**config.mk**
```make
export PLATFORM = sky130hd
export DESIGN_NAME = search_backoff_scheduler_core_flat
export DESIGN_NICKNAME = d
export VERILOG_FILES = /design/src/rtl/sbs_pkg.sv /design/src/rtl/sbs_if.sv /design/src/rtl/sbs_front.sv /design/src/rtl/sbs_cmd_fifo.sv /design/src/rtl/sbs_back.sv /design/src/rtl/search_backoff_scheduler_core.sv /design/src/flat_wrapper.sv
export SDC_FILE = /design/constraint.sdc
export NUM_CORES = 2
export LEC_CHECK = 0
export BUFFER_PORTS_ARGS = -buffer_cell sky130_fd_sc_hd__buf_2
export CAP_MARGIN = 20
export CORE_MARGIN = 2
export CORE_UTILIZATION = 55
export CTS_CLUSTER_SIZE = 40
export DETAILED_ROUTE_END_ITERATION = 6
export GPL_TIMING_DRIVEN = 0
export PLACE_DENSITY = 0.67
export RECOVER_POWER = 50
export SLEW_MARGIN = 20
export SYNTH_ARGS = -nofsm -noshare
export SYNTH_HDL_FRONTEND = slang
export SYNTH_SLANG_ARGS = --single-unit
```
**constraint.sdc**
```tcl
create_clock -name clk_i -period 9.21 [get_ports clk_i]
set_clock_uncertainty 0.1 [all_clocks]
set_input_delay 0.921 -clock clk_i [delete_from_list [all_inputs] [get_ports clk_i]]
set_output_delay 0.921 -clock clk_i [all_outputs]
set_load 0.01 [all_outputs]
```
**src/rtl/sbs_pkg.sv**
```systemverilog
`timescale 1ns / 1ps

package sbs_pkg;

  localparam int ENTRIES      = 32;
  localparam int MAX_SEARCHES = 32;
  localparam int IDX_W        = (ENTRIES > 1) ? $clog2(ENTRIES) : 1;
  localparam int USED_W       = $clog2(ENTRIES + 1);
  localparam int SRCH_W       = $clog2(MAX_SEARCHES + 1);
  localparam int ID_W         = 32;
  localparam int TIME_W       = 32;
  localparam int GUARD_W      = 16;
  localparam int COUNT_W      = 9;
  localparam int KIND_W       = 3;
  localparam int STATUS_W     = 2;
  localparam int CFG_IDX_W    = 3;
  localparam int CFG_DATA_W   = 16;
  localparam int FIFO_DEPTH   = 2;
  localparam int FIFO_PTR_W   = (FIFO_DEPTH > 1) ? $clog2(FIFO_DEPTH) : 1;
  localparam int FIFO_CNT_W   = $clog2(FIFO_DEPTH + 1);

  localparam logic [GUARD_W-1:0] GUARD_RST    = GUARD_W'(100);
  localparam logic [COUNT_W-1:0] CAP_RST      = COUNT_W'(1 << 8);
  localparam logic [COUNT_W-1:0] FALLBACK_RST = COUNT_W'((1 << 7) + 1);
  localparam logic [COUNT_W-1:0] BOOST_RST    = COUNT_W'(1);
  localparam logic [COUNT_W-1:0] INITIAL_RST  = COUNT_W'(1);

  typedef enum logic [KIND_W-1:0] {
    KIND_REGISTER   = 3'd0,
    KIND_UNREGISTER = 3'd1,
    KIND_ANSWER     = 3'd2,
    KIND_NEW_SERVER = 3'd3,
    KIND_TICK       = 3'd4
  } kind_e;

  typedef enum logic [2:0] {
    OP_REG    = 3'd0,
    OP_REMOVE = 3'd1,
    OP_BOOST  = 3'd2,
    OP_TICK   = 3'd3,
    OP_NOP    = 3'd4
  } op_e;

  typedef enum logic [STATUS_W-1:0] {
    ST_OK     = 2'd0,
    ST_FULL   = 2'd1,
    ST_ABSENT = 2'd2
  } status_e;

  typedef enum logic [CFG_IDX_W-1:0] {
    CFG_ENABLED  = 3'd0,
    CFG_GUARD    = 3'd1,
    CFG_CAP      = 3'd2,
    CFG_FALLBACK = 3'd3,
    CFG_BOOST    = 3'd4,
    CFG_INITIAL  = 3'd5
  } cfg_reg_e;

  typedef struct packed {
    op_e                op;
    logic [ID_W-1:0]    id;
    logic               penalize;
    logic [TIME_W-1:0]  now;
  } cmd_t;

  typedef struct packed {
    logic               enabled;
    logic [GUARD_W-1:0] guard_ms;
    logic [COUNT_W-1:0] count_cap;
    logic [COUNT_W-1:0] fallback_count;
    logic [COUNT_W-1:0] boost_count;
    logic [COUNT_W-1:0] initial_count;
  } cfg_t;

  function automatic logic pow2(input logic [COUNT_W-1:0] c);
    return (c != '0) && ((c & (c - COUNT_W'(1))) == '0);
  endfunction

endpackage

```
**src/rtl/sbs_if.sv**
```systemverilog
`timescale 1ns / 1ps

interface sbs_in_if;
  logic                        valid;
  logic                        ready;
  logic [sbs_pkg::KIND_W-1:0]  kind;
  logic [sbs_pkg::ID_W-1:0]    channel_id;
  logic                        penalize;
  logic [sbs_pkg::TIME_W-1:0]  now_ms;

  modport source (output valid, kind, channel_id, penalize, now_ms, input ready);
  modport sink (input valid, kind, channel_id, penalize, now_ms, output ready);
endinterface

interface sbs_out_if;
  logic                          valid;
  logic                          ready;
  logic [sbs_pkg::ID_W-1:0]      search_id;
  logic                          is_search;
  logic [sbs_pkg::STATUS_W-1:0]  status;
  logic                          last;

  modport source (output valid, search_id, is_search, status, last, input ready);
  modport sink (input valid, search_id, is_search, status, last, output ready);
endinterface

```
**src/rtl/sbs_front.sv**
```systemverilog
`timescale 1ns / 1ps

module sbs_front (
  input  logic          clk_i,
  input  logic          rst_ni,
  sbs_in_if.sink        in_ch,
  output logic          cmd_valid_o,
  input  logic          cmd_ready_i,
  output sbs_pkg::cmd_t cmd_o
);

  logic          valid_q, valid_d;
  sbs_pkg::cmd_t cmd_q;
  sbs_pkg::op_e  op_cls;
  logic          accept;

  always_comb begin
    unique case (sbs_pkg::kind_e'(in_ch.kind)) inside
      sbs_pkg::KIND_REGISTER:                         op_cls = sbs_pkg::OP_REG;
      sbs_pkg::KIND_UNREGISTER, sbs_pkg::KIND_ANSWER: op_cls = sbs_pkg::OP_REMOVE;
      sbs_pkg::KIND_NEW_SERVER:                       op_cls = sbs_pkg::OP_BOOST;
      sbs_pkg::KIND_TICK:                             op_cls = sbs_pkg::OP_TICK;
      default:                                        op_cls = sbs_pkg::OP_NOP;
    endcase
  end

  assign in_ch.ready = !valid_q || cmd_ready_i;
  assign accept      = in_ch.valid && in_ch.ready;

  always_comb begin
    valid_d = valid_q;
    if (accept) begin
      valid_d = 1'b1;
    end else if (cmd_ready_i) begin
      valid_d = 1'b0;
    end
  end

  always_ff @(posedge clk_i or negedge rst_ni) begin
    if (!rst_ni) begin
      valid_q <= 1'b0;
    end else begin
      valid_q <= valid_d;
    end
  end

  always_ff @(posedge clk_i) begin
    if (accept) begin
      cmd_q.op       <= op_cls;
      cmd_q.id       <= in_ch.channel_id;
      cmd_q.penalize <= in_ch.penalize;
      cmd_q.now      <= in_ch.now_ms;
    end
  end

  assign cmd_valid_o = valid_q;
  assign cmd_o       = cmd_q;

endmodule

```
**src/rtl/sbs_cmd_fifo.sv**
```systemverilog
`timescale 1ns / 1ps

module sbs_cmd_fifo (
  input  logic          clk_i,
  input  logic          rst_ni,
  input  logic          push_valid_i,
  output logic          push_ready_o,
  input  sbs_pkg::cmd_t push_cmd_i,
  output logic          pop_valid_o,
  input  logic          pop_ready_i,
  output sbs_pkg::cmd_t pop_cmd_o
);

  sbs_pkg::cmd_t                      mem_q [sbs_pkg::FIFO_DEPTH];
  logic [sbs_pkg::FIFO_PTR_W-1:0]     wr_q, wr_d, rd_q, rd_d;
  logic [sbs_pkg::FIFO_CNT_W-1:0]     cnt_q, cnt_d;
  logic                               push, pop;

  assign push_ready_o = cnt_q != sbs_pkg::FIFO_CNT_W'(sbs_pkg::FIFO_DEPTH);
  assign pop_valid_o  = cnt_q != '0;
  assign push         = push_valid_i && push_ready_o;
  assign pop          = pop_valid_o && pop_ready_i;
  assign pop_cmd_o    = mem_q[rd_q];

  always_comb begin
    wr_d  = wr_q;
    rd_d  = rd_q;
    cnt_d = cnt_q;
    if (push) begin
      wr_d = (wr_q == sbs_pkg::FIFO_PTR_W'(sbs_pkg::FIFO_DEPTH - 1)) ? '0
           : wr_q + sbs_pkg::FIFO_PTR_W'(1);
    end
    if (pop) begin
      rd_d = (rd_q == sbs_pkg::FIFO_PTR_W'(sbs_pkg::FIFO_DEPTH - 1)) ? '0
           : rd_q + sbs_pkg::FIFO_PTR_W'(1);
    end
    if (push && !pop) begin
      cnt_d = cnt_q + sbs_pkg::FIFO_CNT_W'(1);
    end else if (pop && !push) begin
      cnt_d = cnt_q - sbs_pkg::FIFO_CNT_W'(1);
    end
  end

  always_ff @(posedge clk_i or negedge rst_ni) begin
    if (!rst_ni) begin
      wr_q  <= '0;
      rd_q  <= '0;
      cnt_q <= '0;
    end else begin
      wr_q  <= wr_d;
      rd_q  <= rd_d;
      cnt_q <= cnt_d;
    end
  end

  always_ff @(posedge clk_i) begin
    if (push) begin
      mem_q[wr_q] <= push_cmd_i;
    end
  end

endmodule

```
**src/rtl/sbs_back.sv**
```systemverilog
`timescale 1ns / 1ps

module sbs_back (
  input  logic          clk_i,
  input  logic          rst_ni,
  input  sbs_pkg::cfg_t cfg_i,
  input  logic          cmd_valid_i,
  output logic          cmd_ready_o,
  input  sbs_pkg::cmd_t cmd_i,
  sbs_out_if.source     out_ch,
  output logic          busy_o
);

  typedef enum logic [5:0] {
    S_IDLE   = 6'b000001,
    S_SCAN   = 6'b000010,
    S_COMMIT = 6'b000100,
    S_CHECK  = 6'b001000,
    S_PASS   = 6'b010000,
    S_DONE   = 6'b100000
  } state_e;

  state_e                          state_q, state_d;
  sbs_pkg::cmd_t                   cmd_q, cmd_d;
  sbs_pkg::status_e                status_q, status_d;
  logic [sbs_pkg::IDX_W-1:0]       idx_q, idx_d, match_q, match_d, free_q, free_d;
  logic                            found_q, found_d, free_found_q, free_found_d;
  logic [sbs_pkg::USED_W-1:0]      used_q, used_d, used_after;
  logic                            pass_go_q, pass_go_d;
  logic [sbs_pkg::SRCH_W-1:0]      nsrch_q, nsrch_d;
  logic [sbs_pkg::TIME_W-1:0]      last_pass_q, last_pass_d, delta;
  logic [sbs_pkg::ENTRIES-1:0]     valid_q, valid_d;

  logic [sbs_pkg::ID_W-1:0]        id_mem [sbs_pkg::ENTRIES];
  logic [sbs_pkg::COUNT_W-1:0]     cnt_mem [sbs_pkg::ENTRIES];
  logic [sbs_pkg::ID_W-1:0]        id_rd_q;
  logic [sbs_pkg::COUNT_W-1:0]     cnt_rd_q;

  logic                            out_valid_q, out_valid_d;
  logic [sbs_pkg::ID_W-1:0]        out_id_q, out_id_d;
  logic                            out_srch_q, out_srch_d;
  sbs_pkg::status_e                out_status_q, out_status_d;
  logic                            out_last_q, out_last_d;
  logic                            out_load, out_free;

  logic                            id_we, cnt_we;
  logic [sbs_pkg::IDX_W-1:0]       wr_addr, slot;
  logic [sbs_pkg::ID_W-1:0]        id_wdata;
  logic [sbs_pkg::COUNT_W-1:0]     cnt_wdata, c_in, c_next;
  logic                            cur_valid, at_last, want_emit, stall, go;

  assign cur_valid  = valid_q[idx_q];
  assign at_last    = idx_q == sbs_pkg::IDX_W'(sbs_pkg::ENTRIES - 1);
  assign out_free   = !out_valid_q || out_ch.ready;
  assign slot       = found_q ? match_q : free_q;
  assign used_after = used_q + sbs_pkg::USED_W'(!found_q);
  assign delta      = cmd_q.now - last_pass_q;
  assign go         = cfg_i.enabled && (delta >= sbs_pkg::TIME_W'(cfg_i.guard_ms));
  assign c_in       = (cmd_q.op == sbs_pkg::OP_BOOST) ? cfg_i.boost_count : cnt_rd_q;
  assign want_emit  = pass_go_q && cur_valid && sbs_pkg::pow2(c_in)
                    && (nsrch_q < sbs_pkg::SRCH_W'(sbs_pkg::MAX_SEARCHES));
  assign stall      = want_emit && !out_free;

  always_comb begin
    c_next = c_in;
    if (pass_go_q) begin
      c_next = (c_in >= cfg_i.count_cap) ? cfg_i.fallback_count
             : c_in + sbs_pkg::COUNT_W'(1);
    end
  end

  assign cmd_ready_o = state_q == S_IDLE;
  assign busy_o      = state_q != S_IDLE;

  always_comb begin
    state_d      = state_q;
    cmd_d        = cmd_q;
    status_d     = status_q;
    idx_d        = idx_q;
    match_d      = match_q;
    free_d       = free_q;
    found_d      = found_q;
    free_found_d = free_found_q;
    used_d       = used_q;
    pass_go_d    = pass_go_q;
    nsrch_d      = nsrch_q;
    last_pass_d  = last_pass_q;
    valid_d      = valid_q;
    id_we        = 1'b0;
    cnt_we       = 1'b0;
    wr_addr      = idx_q;
    id_wdata     = cmd_q.id;
    cnt_wdata    = c_next;
    out_load     = 1'b0;
    out_id_d     = '0;
    out_srch_d   = 1'b0;
    out_status_d = sbs_pkg::ST_OK;
    out_last_d   = 1'b0;

    unique case (state_q)
      S_IDLE: begin
        if (cmd_valid_i) begin
          cmd_d        = cmd_i;
          status_d     = sbs_pkg::ST_OK;
          idx_d        = '0;
          found_d      = 1'b0;
          free_found_d = 1'b0;
          used_d       = '0;
          unique case (cmd_i.op) inside
            sbs_pkg::OP_REG:                   state_d = cfg_i.enabled ? S_SCAN : S_DONE;
            sbs_pkg::OP_REMOVE:                state_d = S_SCAN;
            sbs_pkg::OP_BOOST, sbs_pkg::OP_TICK: state_d = S_CHECK;
            default:                           state_d = S_DONE;
          endcase
        end
      end
      S_SCAN: begin
        if (cur_valid) begin
          used_d = used_q + sbs_pkg::USED_W'(1);
          if (!found_q && id_rd_q == cmd_q.id) begin
            found_d = 1'b1;
            match_d = idx_q;
          end
        end else if (!free_found_q) begin
          free_found_d = 1'b1;
          free_d       = idx_q;
        end
        if (at_last) begin
          state_d = S_COMMIT;
        end else begin
          idx_d = idx_q + sbs_pkg::IDX_W'(1);
        end
      end
      S_COMMIT: begin
        if (cmd_q.op == sbs_pkg::OP_REG) begin
          if (!found_q && !free_found_q) begin
            status_d = sbs_pkg::ST_FULL;
            state_d  = S_DONE;
          end else begin
            wr_addr       = slot;
            id_we         = 1'b1;
            cnt_we        = 1'b1;
            cnt_wdata     = cmd_q.penalize ? cfg_i.fallback_count : cfg_i.initial_count;
            valid_d[slot] = 1'b1;
            state_d       = (used_after == sbs_pkg::USED_W'(1)) ? S_CHECK : S_DONE;
          end
        end else begin
          if (found_q) begin
            valid_d[match_q] = 1'b0;
          end else begin
            status_d = sbs_pkg::ST_ABSENT;
          end
          state_d = S_DONE;
        end
      end
      S_CHECK: begin
        pass_go_d = go;
        idx_d     = '0;
        nsrch_d   = '0;
        if (go) begin
          last_pass_d = cmd_q.now;
        end
        state_d = (go || cmd_q.op == sbs_pkg::OP_BOOST) ? S_PASS : S_DONE;
      end
      S_PASS: begin
        if (!stall) begin
          cnt_we = cur_valid;
          if (want_emit) begin
            out_load   = 1'b1;
            out_id_d   = id_rd_q;
            out_srch_d = 1'b1;
            nsrch_d    = nsrch_q + sbs_pkg::SRCH_W'(1);
          end
          if (at_last) begin
            state_d = S_DONE;
          end else begin
            idx_d = idx_q + sbs_pkg::IDX_W'(1);
          end
        end
      end
      S_DONE: begin
        if (out_free) begin
          out_load     = 1'b1;
          out_status_d = status_q;
          out_last_d   = 1'b1;
          state_d      = S_IDLE;
        end
      end
      default: state_d = S_IDLE;
    endcase
  end

  always_comb begin
    out_valid_d = out_valid_q;
    if (out_load) begin
      out_valid_d = 1'b1;
    end else if (out_ch.ready) begin
      out_valid_d = 1'b0;
    end
  end

  always_ff @(posedge clk_i or negedge rst_ni) begin
    if (!rst_ni) begin
      state_q     <= S_IDLE;
      valid_q     <= '0;
      last_pass_q <= '0;
      out_valid_q <= 1'b0;
    end else begin
      state_q     <= state_d;
      valid_q     <= valid_d;
      last_pass_q <= last_pass_d;
      out_valid_q <= out_valid_d;
    end
  end

  always_ff @(posedge clk_i) begin
    cmd_q        <= cmd_d;
    status_q     <= status_d;
    idx_q        <= idx_d;
    match_q      <= match_d;
    free_q       <= free_d;
    found_q      <= found_d;
    free_found_q <= free_found_d;
    used_q       <= used_d;
    pass_go_q    <= pass_go_d;
    nsrch_q      <= nsrch_d;
    if (out_load) begin
      out_id_q     <= out_id_d;
      out_srch_q   <= out_srch_d;
      out_status_q <= out_status_d;
      out_last_q   <= out_last_d;
    end
  end

  always_ff @(posedge clk_i) begin
    if (id_we) begin
      id_mem[wr_addr] <= id_wdata;
    end
    if (cnt_we) begin
      cnt_mem[wr_addr] <= cnt_wdata;
    end
    id_rd_q  <= id_mem[idx_d];
    cnt_rd_q <= cnt_mem[idx_d];
  end

  assign out_ch.valid     = out_valid_q;
  assign out_ch.search_id = out_id_q;
  assign out_ch.is_search = out_srch_q;
  assign out_ch.status    = out_status_q;
  assign out_ch.last      = out_last_q;

endmodule

```
**src/rtl/search_backoff_scheduler_core.sv**
```systemverilog
`timescale 1ns / 1ps

// Channel   Direction  Handshake                Payload
// in_ch     in         in_ch.valid/ready        kind, channel_id, penalize, now_ms
// out_ch    out        out_ch.valid/ready       search_id, is_search, status, last
// cfg       in         cfg_valid_i/cfg_ready_o  cfg_index_i, cfg_data_i
//
// Back end states per transaction, after the front stage and command queue: new server
// or a tick that runs a pass goes CHECK, PASS, DONE, a tick inside the guard CHECK,
// DONE; unregister, answer or register SCAN, COMMIT, DONE, and a register that checks
// the guard adds CHECK, and PASS when it runs; a disabled register and other kinds DONE.
// Reset clears the slot valid bits and last pass time and loads the configuration defaults at once.
// A busy result port holds the walk on the slot that has a search to emit.

module search_backoff_scheduler_core (
  input  logic                             clk_i,
  input  logic                             rst_ni,
  sbs_in_if.sink                           in_ch,
  sbs_out_if.source                        out_ch,
  input  logic                             cfg_valid_i,
  output logic                             cfg_ready_o,
  input  logic [sbs_pkg::CFG_IDX_W-1:0]    cfg_index_i,
  input  logic [sbs_pkg::CFG_DATA_W-1:0]   cfg_data_i
);

  sbs_pkg::cfg_t cfg_q;
  sbs_pkg::cmd_t push_cmd, pop_cmd;
  logic          push_valid, push_ready, pop_valid, pop_ready, busy;

  assign cfg_ready_o = 1'b1;

  always_ff @(posedge clk_i or negedge rst_ni) begin
    if (!rst_ni) begin
      cfg_q.enabled        <= 1'b1;
      cfg_q.guard_ms       <= sbs_pkg::GUARD_RST;
      cfg_q.count_cap      <= sbs_pkg::CAP_RST;
      cfg_q.fallback_count <= sbs_pkg::FALLBACK_RST;
      cfg_q.boost_count    <= sbs_pkg::BOOST_RST;
      cfg_q.initial_count  <= sbs_pkg::INITIAL_RST;
    end else if (cfg_valid_i) begin
      unique case (cfg_index_i)
        sbs_pkg::CFG_ENABLED:  cfg_q.enabled        <= cfg_data_i[0];
        sbs_pkg::CFG_GUARD:    cfg_q.guard_ms       <= cfg_data_i[sbs_pkg::GUARD_W-1:0];
        sbs_pkg::CFG_CAP:      cfg_q.count_cap      <= cfg_data_i[sbs_pkg::COUNT_W-1:0];
        sbs_pkg::CFG_FALLBACK: cfg_q.fallback_count <= cfg_data_i[sbs_pkg::COUNT_W-1:0];
        sbs_pkg::CFG_BOOST:    cfg_q.boost_count    <= cfg_data_i[sbs_pkg::COUNT_W-1:0];
        sbs_pkg::CFG_INITIAL:  cfg_q.initial_count  <= cfg_data_i[sbs_pkg::COUNT_W-1:0];
        default: ;
      endcase
    end
  end

  sbs_front u_front (
    .clk_i       (clk_i),
    .rst_ni      (rst_ni),
    .in_ch       (in_ch),
    .cmd_valid_o (push_valid),
    .cmd_ready_i (push_ready),
    .cmd_o       (push_cmd)
  );

  sbs_cmd_fifo u_fifo (
    .clk_i        (clk_i),
    .rst_ni       (rst_ni),
    .push_valid_i (push_valid),
    .push_ready_o (push_ready),
    .push_cmd_i   (push_cmd),
    .pop_valid_o  (pop_valid),
    .pop_ready_i  (pop_ready),
    .pop_cmd_o    (pop_cmd)
  );

  sbs_back u_back (
    .clk_i       (clk_i),
    .rst_ni      (rst_ni),
    .cfg_i       (cfg_q),
    .cmd_valid_i (pop_valid),
    .cmd_ready_o (pop_ready),
    .cmd_i       (pop_cmd),
    .out_ch      (out_ch),
    .busy_o      (busy)
  );

  a_pop_busy: assert property (@(posedge clk_i) disable iff (!rst_ni)
    pop_valid && pop_ready |=> busy)
    else $error("back end idle after taking a command");

  a_accept_held: assert property (@(posedge clk_i) disable iff (!rst_ni)
    in_ch.valid && in_ch.ready |=> push_valid)
    else $error("accepted transaction not held in front stage");

  a_idle_status: assert property (@(posedge clk_i) disable iff (!rst_ni)
    !busy && out_ch.valid |-> !out_ch.is_search && out_ch.last)
    else $error("search result pending while back end idle");

endmodule
```
**src/flat_wrapper.sv**
```systemverilog
// flat-port wrapper written by rule: the top's interface ports become plain ports
module search_backoff_scheduler_core_flat 
  (clk_i, rst_ni, cfg_valid_i, cfg_ready_o, cfg_index_i, cfg_data_i, in_ch_valid, in_ch_kind, in_ch_channel_id, in_ch_penalize, in_ch_now_ms, in_ch_ready, out_ch_valid, out_ch_search_id, out_ch_is_search, out_ch_status, out_ch_last, out_ch_ready);
  sbs_in_if in_ch_i ();
  sbs_out_if out_ch_i ();
  input  logic clk_i;
  input  logic rst_ni;
  input  logic cfg_valid_i;
  output logic cfg_ready_o;
  input  logic [sbs_pkg::CFG_IDX_W-1:0] cfg_index_i;
  input  logic [sbs_pkg::CFG_DATA_W-1:0] cfg_data_i;
  input wire logic [$bits(in_ch_i.valid)-1:0] in_ch_valid;
  input wire logic [$bits(in_ch_i.kind)-1:0] in_ch_kind;
  input wire logic [$bits(in_ch_i.channel_id)-1:0] in_ch_channel_id;
  input wire logic [$bits(in_ch_i.penalize)-1:0] in_ch_penalize;
  input wire logic [$bits(in_ch_i.now_ms)-1:0] in_ch_now_ms;
  output wire logic [$bits(in_ch_i.ready)-1:0] in_ch_ready;
  output wire logic [$bits(out_ch_i.valid)-1:0] out_ch_valid;
  output wire logic [$bits(out_ch_i.search_id)-1:0] out_ch_search_id;
  output wire logic [$bits(out_ch_i.is_search)-1:0] out_ch_is_search;
  output wire logic [$bits(out_ch_i.status)-1:0] out_ch_status;
  output wire logic [$bits(out_ch_i.last)-1:0] out_ch_last;
  input wire logic [$bits(out_ch_i.ready)-1:0] out_ch_ready;
  assign in_ch_i.valid = in_ch_valid;
  assign in_ch_i.kind = in_ch_kind;
  assign in_ch_i.channel_id = in_ch_channel_id;
  assign in_ch_i.penalize = in_ch_penalize;
  assign in_ch_i.now_ms = in_ch_now_ms;
  assign in_ch_ready = in_ch_i.ready;
  assign out_ch_valid = out_ch_i.valid;
  assign out_ch_search_id = out_ch_i.search_id;
  assign out_ch_is_search = out_ch_i.is_search;
  assign out_ch_status = out_ch_i.status;
  assign out_ch_last = out_ch_i.last;
  assign out_ch_i.ready = out_ch_ready;
  search_backoff_scheduler_core u_core (.clk_i(clk_i), .rst_ni(rst_ni), .in_ch(in_ch_i), .out_ch(out_ch_i), .cfg_valid_i(cfg_valid_i), .cfg_ready_o(cfg_ready_o), .cfg_index_i(cfg_index_i), .cfg_data_i(cfg_data_i));
endmodule
```
Word level (Yosys, flattened, before mapping)
Memories as Yosys holds them, arrays and structs flattened. A register that Yosys moved wholly into a read port is not among the register bits.
Index checks and enable logic that the tools add are counted.

word-level totals
  bits in writable memories = 1448
  output and inout bits = 39
  memory bits (read-only) = 0
  bits in registers = 333
  memories kept = 3
  latch bits = 0

operators by class
  $lt $le $gt $ge = 8
  $add $sub $neg = 11
  eq/ne operators = 35
  bitwise operators = 8
  mux-type cells = 77
  div/mod/pow operators = 0
  reduce and logical (&&, ||, !) cells = 60
  multiply operators = 0
  shift operators = 0

memory list
  memory                 depth  bits a word  read ports  clocked after memory_dff  wr ports  line                RTL
  u_core.u_back.id_mem   32     32           1           1                         1         sbs_back.sv:34      logic [sbs_pkg::ID_W-1:0] id_mem [sbs_pkg::ENTRIES];
  u_core.u_back.cnt_mem  32     9            1           1                         1         sbs_back.sv:35      logic [sbs_pkg::COUNT_W-1:0] cnt_mem [sbs_pkg::ENTRIES];
  u_core.u_fifo.mem_q    2      68           1           0                         1         sbs_cmd_fifo.sv:14  sbs_pkg::cmd_t mem_q [sbs_pkg::FIFO_DEPTH];

operators with widths
  kind                   count
  $mux W32               3
  $mux W6                14
  $mux W9                7
  $pmux W6 S6            1
  $mux W5                7
  $and A32 B32 Y32       1
  $eq A32 B32 Y1         1
  $ge A32 B16 Y1         1
  $not A32 Y32           1
  $or A32 B32 Y32        1
  $sub A32 B32 Y32       1
  $mux W1                26
  $pmux W6 S2            2
  $ne A2 B2 Y1 const B   11
  $eq A3 B2 Y1 const B   7
  $pmux W5 S4            1
  $lt A5 B6 Y1 const B   3
  $pmux W6 S3            1
  $reduce_and A2 Y1      9
  $reduce_and A3 Y1      6
  $reduce_bool A2 Y1     8
  $logic_and A1 B1 Y1    15
  $add A6 B1 Y6 const B  2
  $eq A6 B1 Y1 const B   2
  36 further kinds       68

Depth between registers and ports, before layout
  depth after elaboration = 13
  gate-level depth with buffers = 21
  mapped depth without buffers = 20

Hierarchy
From an unflattened synthesis, not the netlist that was laid out.

second synthesis, totals
  cells, all modules = 5172
  area total of the unflattened synthesis = 73561.8 um^2

modules (own cells, without submodules)
  module                         area each (um^2)  cells each  instances  sequential area each (um^2)
  sbs_back                       64192.8           4746        1          46030.4
  sbs_cmd_fifo                   5143.7            230         1          4184.0
  sbs_front                      2124.5            78          1          2067.0
  search_backoff_scheduler_core  2100.8            118         1          1337.5

Worst setup path after synthesis
OpenSTA, ideal clock, no wires.

  kind = flip-flop to flip-flop
  from = register u_core.u_back.cmd_q[67] in the netlist's numbering
  to = memory u_core.u_back.cnt_mem[0][8] in the netlist's numbering, data pin
  data arrival time = 4.262 ns
  period minus slack after synthesis = 4.739 ns
  path buffers = 2
  cell stages (with the launch flop) = 18
  path slack = 4.471 ns
  cell sequence = edfxtp_1 > nor3b_2 > buf_2 > mux2i_1 > ha_1 > nand2b_1 > a21o_1 > a21o_1 > a21o_1 > a21o_1 > a21oi_1 > o21ai_0 > o211ai_1 > clkbuf_1 > nor2_1 > o21ai_0 > a21oi_1 > a21oi_1

between the ends
  cells in the longest elaborated chain, start to end = 8
  elaborated cells between the ends (all ways) = 10
  classes of those cells = add/sub: 1; order compare: 1; eq/ne: 1; mux: 6; reduce/logical: 1

RTL lines
  element                                               line                            RTL
  from (decl)                                           sbs_back.sv:24                  sbs_pkg::cmd_t cmd_q, cmd_d;
  from (signal assigned)                                sbs_back.sv:217                 cmd_q <= cmd_d;
  $eq A3 B2 Y1                                          sbs_back.sv:59                  assign c_in = (cmd_q.op == sbs_pkg::OP_BOOST) ? cfg_i.boost_count : cnt_rd_q;
  $mux W9                                               sbs_back.sv:59
  $add A9 B1 Y9 / $ge A9 B9 Y1 (equally long branches)  sbs_back.sv:68, sbs_back.sv:67
  $mux W9                                               sbs_back.sv:67                  c_next = (c_in >= cfg_i.count_cap) ? cfg_i.fallback_count
  $mux W9                                               sbs_back.sv:66                  if (pass_go_q) begin
  $mux W9                                               sbs_back.sv:136                 if (!found_q && !free_found_q) begin
  $mux W9                                               sbs_back.sv:135                 if (cmd_q.op == sbs_pkg::OP_REG) begin
  $mux W9 *                                             sbs_back.sv:100                 unique case (state_q)
  via u_core.u_back.cnt_wdata (one bit)                 sbs_back.sv:49                  logic [sbs_pkg::COUNT_W-1:0] cnt_wdata, c_in, c_next;
  to (decl)                                             sbs_back.sv:35

The timed path passes the listed nets; every way through them passes the cells marked *.

Worst setup path in the final report
  from = register u_core.u_back.cmd_q[67] in the netlist's numbering
  to = register u_core.u_back.cnt_rd_q[8] in the netlist's numbering, read port of u_core.u_back.cnt_mem

between the ends
  cells in the longest elaborated chain, start to end = 11
  elaborated cells between the ends (all ways) = 12
  classes of those cells = add/sub: 1; eq/ne: 1; mux: 3; bitwise: 1; reduce/logical: 6

RTL lines
  element                line             RTL
  $eq A3 B2 Y1 *         sbs_back.sv:59
  $mux W9 *              sbs_back.sv:59
  $sub A9 B1 Y9          sbs_pkg.sv:76    return (c != '0) && ((c & (c - COUNT_W'(1))) == '0);
  $and A9 B9 Y9          sbs_pkg.sv:76
  $logic_not A9 Y1       sbs_pkg.sv:76
  $logic_and A1 B1 Y1 *  sbs_pkg.sv:76
  $logic_and A1 B1 Y1 *  sbs_back.sv:60   assign want_emit = pass_go_q && cur_valid && sbs_pkg::pow2(c_in)
  $logic_and A1 B1 Y1 *  sbs_back.sv:61   && (nsrch_q < sbs_pkg::SRCH_W'(sbs_pkg::MAX_SEARCHES));
  $logic_and A1 B1 Y1 *  sbs_back.sv:62   assign stall = want_emit && !out_free;
  $mux W5 *              sbs_back.sv:166  if (!stall) begin
  $pmux W5 S4 *          sbs_back.sv:100
  to (decl)              sbs_back.sv:37   logic [sbs_pkg::COUNT_W-1:0] cnt_rd_q;

Every way passes the cells marked *; elsewhere a longest branch is shown, timed or not.
A chain may end at the register's enable or synchronous reset.

==> PnR_summary.wiki <==
{| class="wikitable"
! Metric !! Value
|-
| Sum of negative setup slack || 0 ps
|-
| Worst Path Buf+Inv || 5
|-
| Leakage || 27.0 nW
|-
| Largest net degree at the start of global routing || 90
|-
| Outcome || finished, violations left
|-
| CTS tree || done
|-
| Post-CTS clock slew at the launch and capture registers of the worst setup and hold paths || around 60 ps
|-
| Most common cell on crit path || sky130_fd_sc_hd__clkbuf_1
|-
| Max-slew violation count || 199
|-
| Portion of the post-synthesis area used by sequential elements || between 70% and 80%
|-
| Cell type of the slowest stage on the worst timing path || sky130_fd_sc_hd__a311oi_1
|-
| Total global routing track utilization || a little over a quarter
|-
| Final nets || 4265
|-
| Cell family contributing the most delay on the critical path || simple AND/OR/NAND/NOR gates
|-
| Reported max-cap violation count || 4
|-
| Failing checks || max-capacitance violations, max-slew violations
|-
| Dominant cells by area after synthesis || sky130_fd_sc_hd__edfxtp_1 (69%), sky130_fd_sc_hd__mux4_2 (10%), sky130_fd_sc_hd__dfrtp_1 (4.2%), sky130_fd_sc_hd__mux2_2 (2.1%), sky130_fd_sc_hd__o22ai_1 (1.5%)
|-
| Crit-path max FO || 10
|-
| Share of async-settable or async-resettable flops after synthesis || slightly above 7%
|-
| Share of the cycle needed by the critical path after routing || 79.4%
|-
| Worst max-slew margin expressed relative to the limit || -103%
|-
| HPWL after DPL || 116 mm
|-
| Combinational family with the most area after synthesis || multiplexers
|-
| Cell type contributing the most total cell area after synthesis || sky130_fd_sc_hd__edfxtp_1
|-
| Synth Area per Inst || 19.2 sq um
|-
| Adder and majority gate portion of the synthesized area || 1.14%
|-
| Most frequent standard cell in the layout excluding fill and tap cells || sky130_fd_sc_hd__edfxtp_1
|-
| Worst Setup Slack post-DPL || a little over 2000 ps
|-
| Number of enable-type register cells in the synthesized netlist || 1647
|-
| Startpoint class of the critical path || register
|-
| Worst setup slack for register-to-register paths || ~1900 ps
|-
| Unique cell type count in the Yosys netlist || 86
|-
| Tightest Hold Check Type || input port to register
|-
| Category of the critical setup timing path || register to register
|-
| DIE HEIGHT || 365 um
|-
| Count of endpoints failing setup in the final report || 0
|-
| Crit path setup slack, layout || 1900 ps
|-
| Top-Level Pins || 131
|-
| Post-CTS repair timing setup buffer count || 0
|-
| Synthesized net count || 3891
|-
| Total number of clock tree sinks || 1822
|-
| Width of the die || 365 um
|-
| Area fraction of the dominant cell type after synthesis || between 60% and 70%
|-
| Arrival time at the worst endpoint || 7850 ps
|-
| Number of antenna violations at the first check in global routing || 5
|-
| Number of remaining DRC errors || 0
|-
| Post-DR wirelength/cell || 28.4 um
|-
| Top_reg_cell synth || sky130_fd_sc_hd__edfxtp_1
|-
| Buffer type at the clock tree root || sky130_fd_sc_hd__clkbuf_16
|-
| Setup crit end kind || register
|-
| Post-synthesis share of cell area spent on xor and xnor gates || 0.818%
|-
| Synthesized netlist cell count || approximately 3.7k
|-
| Synthesis-to-layout area growth || 13.9%
|-
| Fraction of layout cells with a size suffix above 1 || 23.4%
|-
| Transition time at the pin with the least slew margin || 3050 ps
|-
| Worst path required time || 9740 ps
|-
| Maximum buffer depth of the clock tree || 3
|-
| Highest-count cells in the layout ignoring fill and taps || sky130_fd_sc_hd__edfxtp_1 (1647), sky130_fd_sc_hd__mux4_2 (325), sky130_fd_sc_hd__clkbuf_1 (205)
|-
| Simple-gate area share of the yosys netlist || roughly 4.2%
|-
| RePlAce Congestion || ~0.87
|-
| Cell area after synthesis || 71700 sq um
|-
| Worst path max stage delay || between 700 and 800 ps
|-
| Final-layout worst hold slack || about 190 ps
|-
| Number of buffer cells added on primary ports || between 100 and 150
|-
| Peak clock frequency supported by timing || 137 MHz
|-
| ANT nets after route || 0
|-
| CORE AREA || approximately 130000 sq um
|-
| Final wirelength || between 150 and 200 mm
|-
| VDD IR-drop max || 0.000256 V
|-
| Power density over cell area || 304 nW/um^2
|-
| Post-synthesis sequential element count || 1822
|-
| Multiplexer share of the synthesized area || 13.0%
|-
| Unrepaired setup endpoints after global routing || no
|-
| Cell breakdown of the critical path || nor3b_2, buf_2, mux2i_1, inv_1, ha_1, or4_4, nor4b_4, nand4_2, and4_1, a311oi_1, inv_2, clkbuf_1, clkbuf_1, mux4_2, o22ai_1, nor4_2
|-
| Congestion Overflow GR || 0
|-
| Full die area || 133000 sq um
|-
| Minimum clock period || 7310 ps
|-
| Length of the first detailed-routing pass in iterations || 5
|-
| Placed Cells incl. Taps || 5663
|-
| Via count || 37.0k
|-
| Number of fill cells || between 9k and 10k
|-
| Vias in the first global route || 37.0k
|-
| Initial core utilization || about 55%
|-
| Standard-cell rows || 132
|-
| Initial DRC count || 4672
|-
| Via density per instance || 6.15
|-
| CTS H-Tree Depth || 4
|-
| Number of hold violations in the final report || 0
|-
| Power Total || 24.8 mW
|-
| Global-route wire length before repair || 248 mm
|-
| Count of placed standard cells in the final layout, fillers left out || 6009
|-
| Num CTS Buffers || about 180
|-
| Complex-gate fraction of the synthesized area || 4.20%
|-
| Clock insertion delay at the later pin of the skew report || 810 ps
|-
| Warnings from Yosys || 0
|}
[worst reg2reg max path: stages, from the launching register on]
cell and delay [ps]:
sky130_fd_sc_hd__edfxtp_1 430, sky130_fd_sc_hd__nor3b_2 570, sky130_fd_sc_hd__buf_2 360, sky130_fd_sc_hd__mux2i_1 640, sky130_fd_sc_hd__inv_1 190, sky130_fd_sc_hd__ha_1 270, sky130_fd_sc_hd__or4_4 540, sky130_fd_sc_hd__nor4b_4 400
sky130_fd_sc_hd__nand4_2 250, sky130_fd_sc_hd__and4_1 270, sky130_fd_sc_hd__a311oi_1 790, sky130_fd_sc_hd__inv_2 150, sky130_fd_sc_hd__clkbuf_1 530, sky130_fd_sc_hd__clkbuf_1 600, sky130_fd_sc_hd__mux4_2 390, sky130_fd_sc_hd__o22ai_1 150
sky130_fd_sc_hd__nor4_2 520
[stage by stage]
step	cell area (sq um)	util, %
5_1_grt	81700	63.1
2_1_floorplan	71700	-
6_report	81700	63.1
3_5_place_dp	76300	58.9
3_3_place_gp	74600	57.6
4_1_cts	81900	63.2
[cells in the mapped netlist, drive strengths merged (4+ instances only)]
library cell	instances
o22ai	169
a21o	27
edfxtp	1647
and3	17
ha	64
a211o	4
nor3	22
a31oi	6
nand3b	11
nand2	133
nand2b	12
mux2	132
xor2	43
dfstp	10
and2	48
mux4	328
o211ai	9
a211oi	10
clkbuf	108
nor3b	8
xnor2	24
dfrtp	119
nand4	17
a2111oi	5
nor2b	17
nor4	59
inv	88
dfxtp	46
o21ai	108
o21a	9
nand3	26
a22o	6
o31ai	7
mux2i	42
or3	8
nor2	146
buf	63
or2	4
o22a	13
or4	5
a21oi	62
[state kept, by name, summed over array words and instances (netlist names), 2 cells and up]
signal / count
u_core.u_fifo.mem_q: 136
u_core.u_back.cnt_rd_q: 9
u_core.u_back.valid_q: 32
u_core.u_back.id_mem: 1024
u_core.u_back.cmd_q: 36
u_core.u_back.free_q: 5
u_core.u_back.last_pass_q: 32
u_core.u_back.nsrch_q: 6
u_core.cfg_q: 53
u_core.u_back.out_ch.search_id: 32
u_core.u_back.used_q: 6
u_core.u_back.state_q: 6
u_core.u_back.id_wdata: 32
u_core.u_back.idx_q: 5
u_core.u_back.status_q: 2
u_core.u_front.cmd_o: 68
u_core.u_fifo.cnt_q: 2
u_core.u_back.id_rd_q: 32
u_core.u_back.out_ch.status: 2
u_core.u_back.cnt_mem: 288
u_core.u_back.match_q: 5
[kinds of logic after synthesis]
kind of cell | Yosys count
AO/OA/AOI/OAI | 475
XOR/XNOR | 67
adder cells (fa/ha/maj) | 65
buffers and inverters | 259
flip-flops | 1822
multiplexers | 502
other | 1
AND/OR/NAND/NOR | 543
[path summary, 6_finish.rpt]
path                                                    start                                  endpoint  cells after the start
max                         u_core.u_back.cmd_q[67]$_DFFE_PP_         u_core.u_back.cnt_rd_q[8]$_DFF_P_                     16
min                                      in_ch_channel_id[19]        u_core.u_front.cmd_o[52]$_DFFE_PP_                      1
max reg2reg                 u_core.u_back.cmd_q[67]$_DFFE_PP_         u_core.u_back.cnt_rd_q[8]$_DFF_P_                     16
min reg2reg                u_core.u_front.cmd_o[62]$_DFFE_PP_      u_core.u_fifo.mem_q[1][62]$_DFFE_PP_                      0
max in group asynchronous                              rst_ni     u_core.u_back.valid_q[17]$_DFFE_PN0P_                      2
min in group asynchronous                              rst_ni  u_core.u_back.last_pass_q[7]$_DFFE_PN0P_                      2
[power breakdown]
| part | leakage, nW | internal [mW] | total [mW] | switching (mW) |
|---|---|---|---|---|
| logic | 7.21 | 2.52 | 6.02 | 3.50 |
| registers | 17.0 | 11.0 | 11.8 | 0.883 |
| clock network | 2.75 | 3.90 | 6.95 | 3.04 |
| total | 27.0 | 17.4 | 24.8 | 7.43 |
[area by class of cell]
| class | count | area [sq um] | share of cell area (%) |
|---|---|---|---|
| antenna | 6 | 15.0 | 0.0184 |
| buffer | 171 | 1070 | 1.30 |
| clock buffer | 234 | 4870 | 5.96 |
| clock inverter | 100 | 728 | 0.891 |
| inverter | 88 | 332 | 0.406 |
| multi-input combinational | 1653 | 17100 | 20.9 |
| sequential | 1822 | 53600 | 65.6 |
| tap | 1742 | 2180 | 2.67 |
| timing repair buffer | 193 | 1830 | 2.24 |
[layer usage]
metal	global-route usage, %	share of wire [%]	vias to the layer above
met1	35.8	40	19100
met5	0	0.019	-
met4	8.94	3.2	4
met2	41.1	48	1650
li1	-	-	15900
met3	6.81	9.2	290
[timing repair]
item	4_1_cts	5_1_grt
gates resized for setup	0	0
hold buffers	1	0
hold endpoints to repair	40	0
Note: power is estimated with default switching activity, not from simulation.
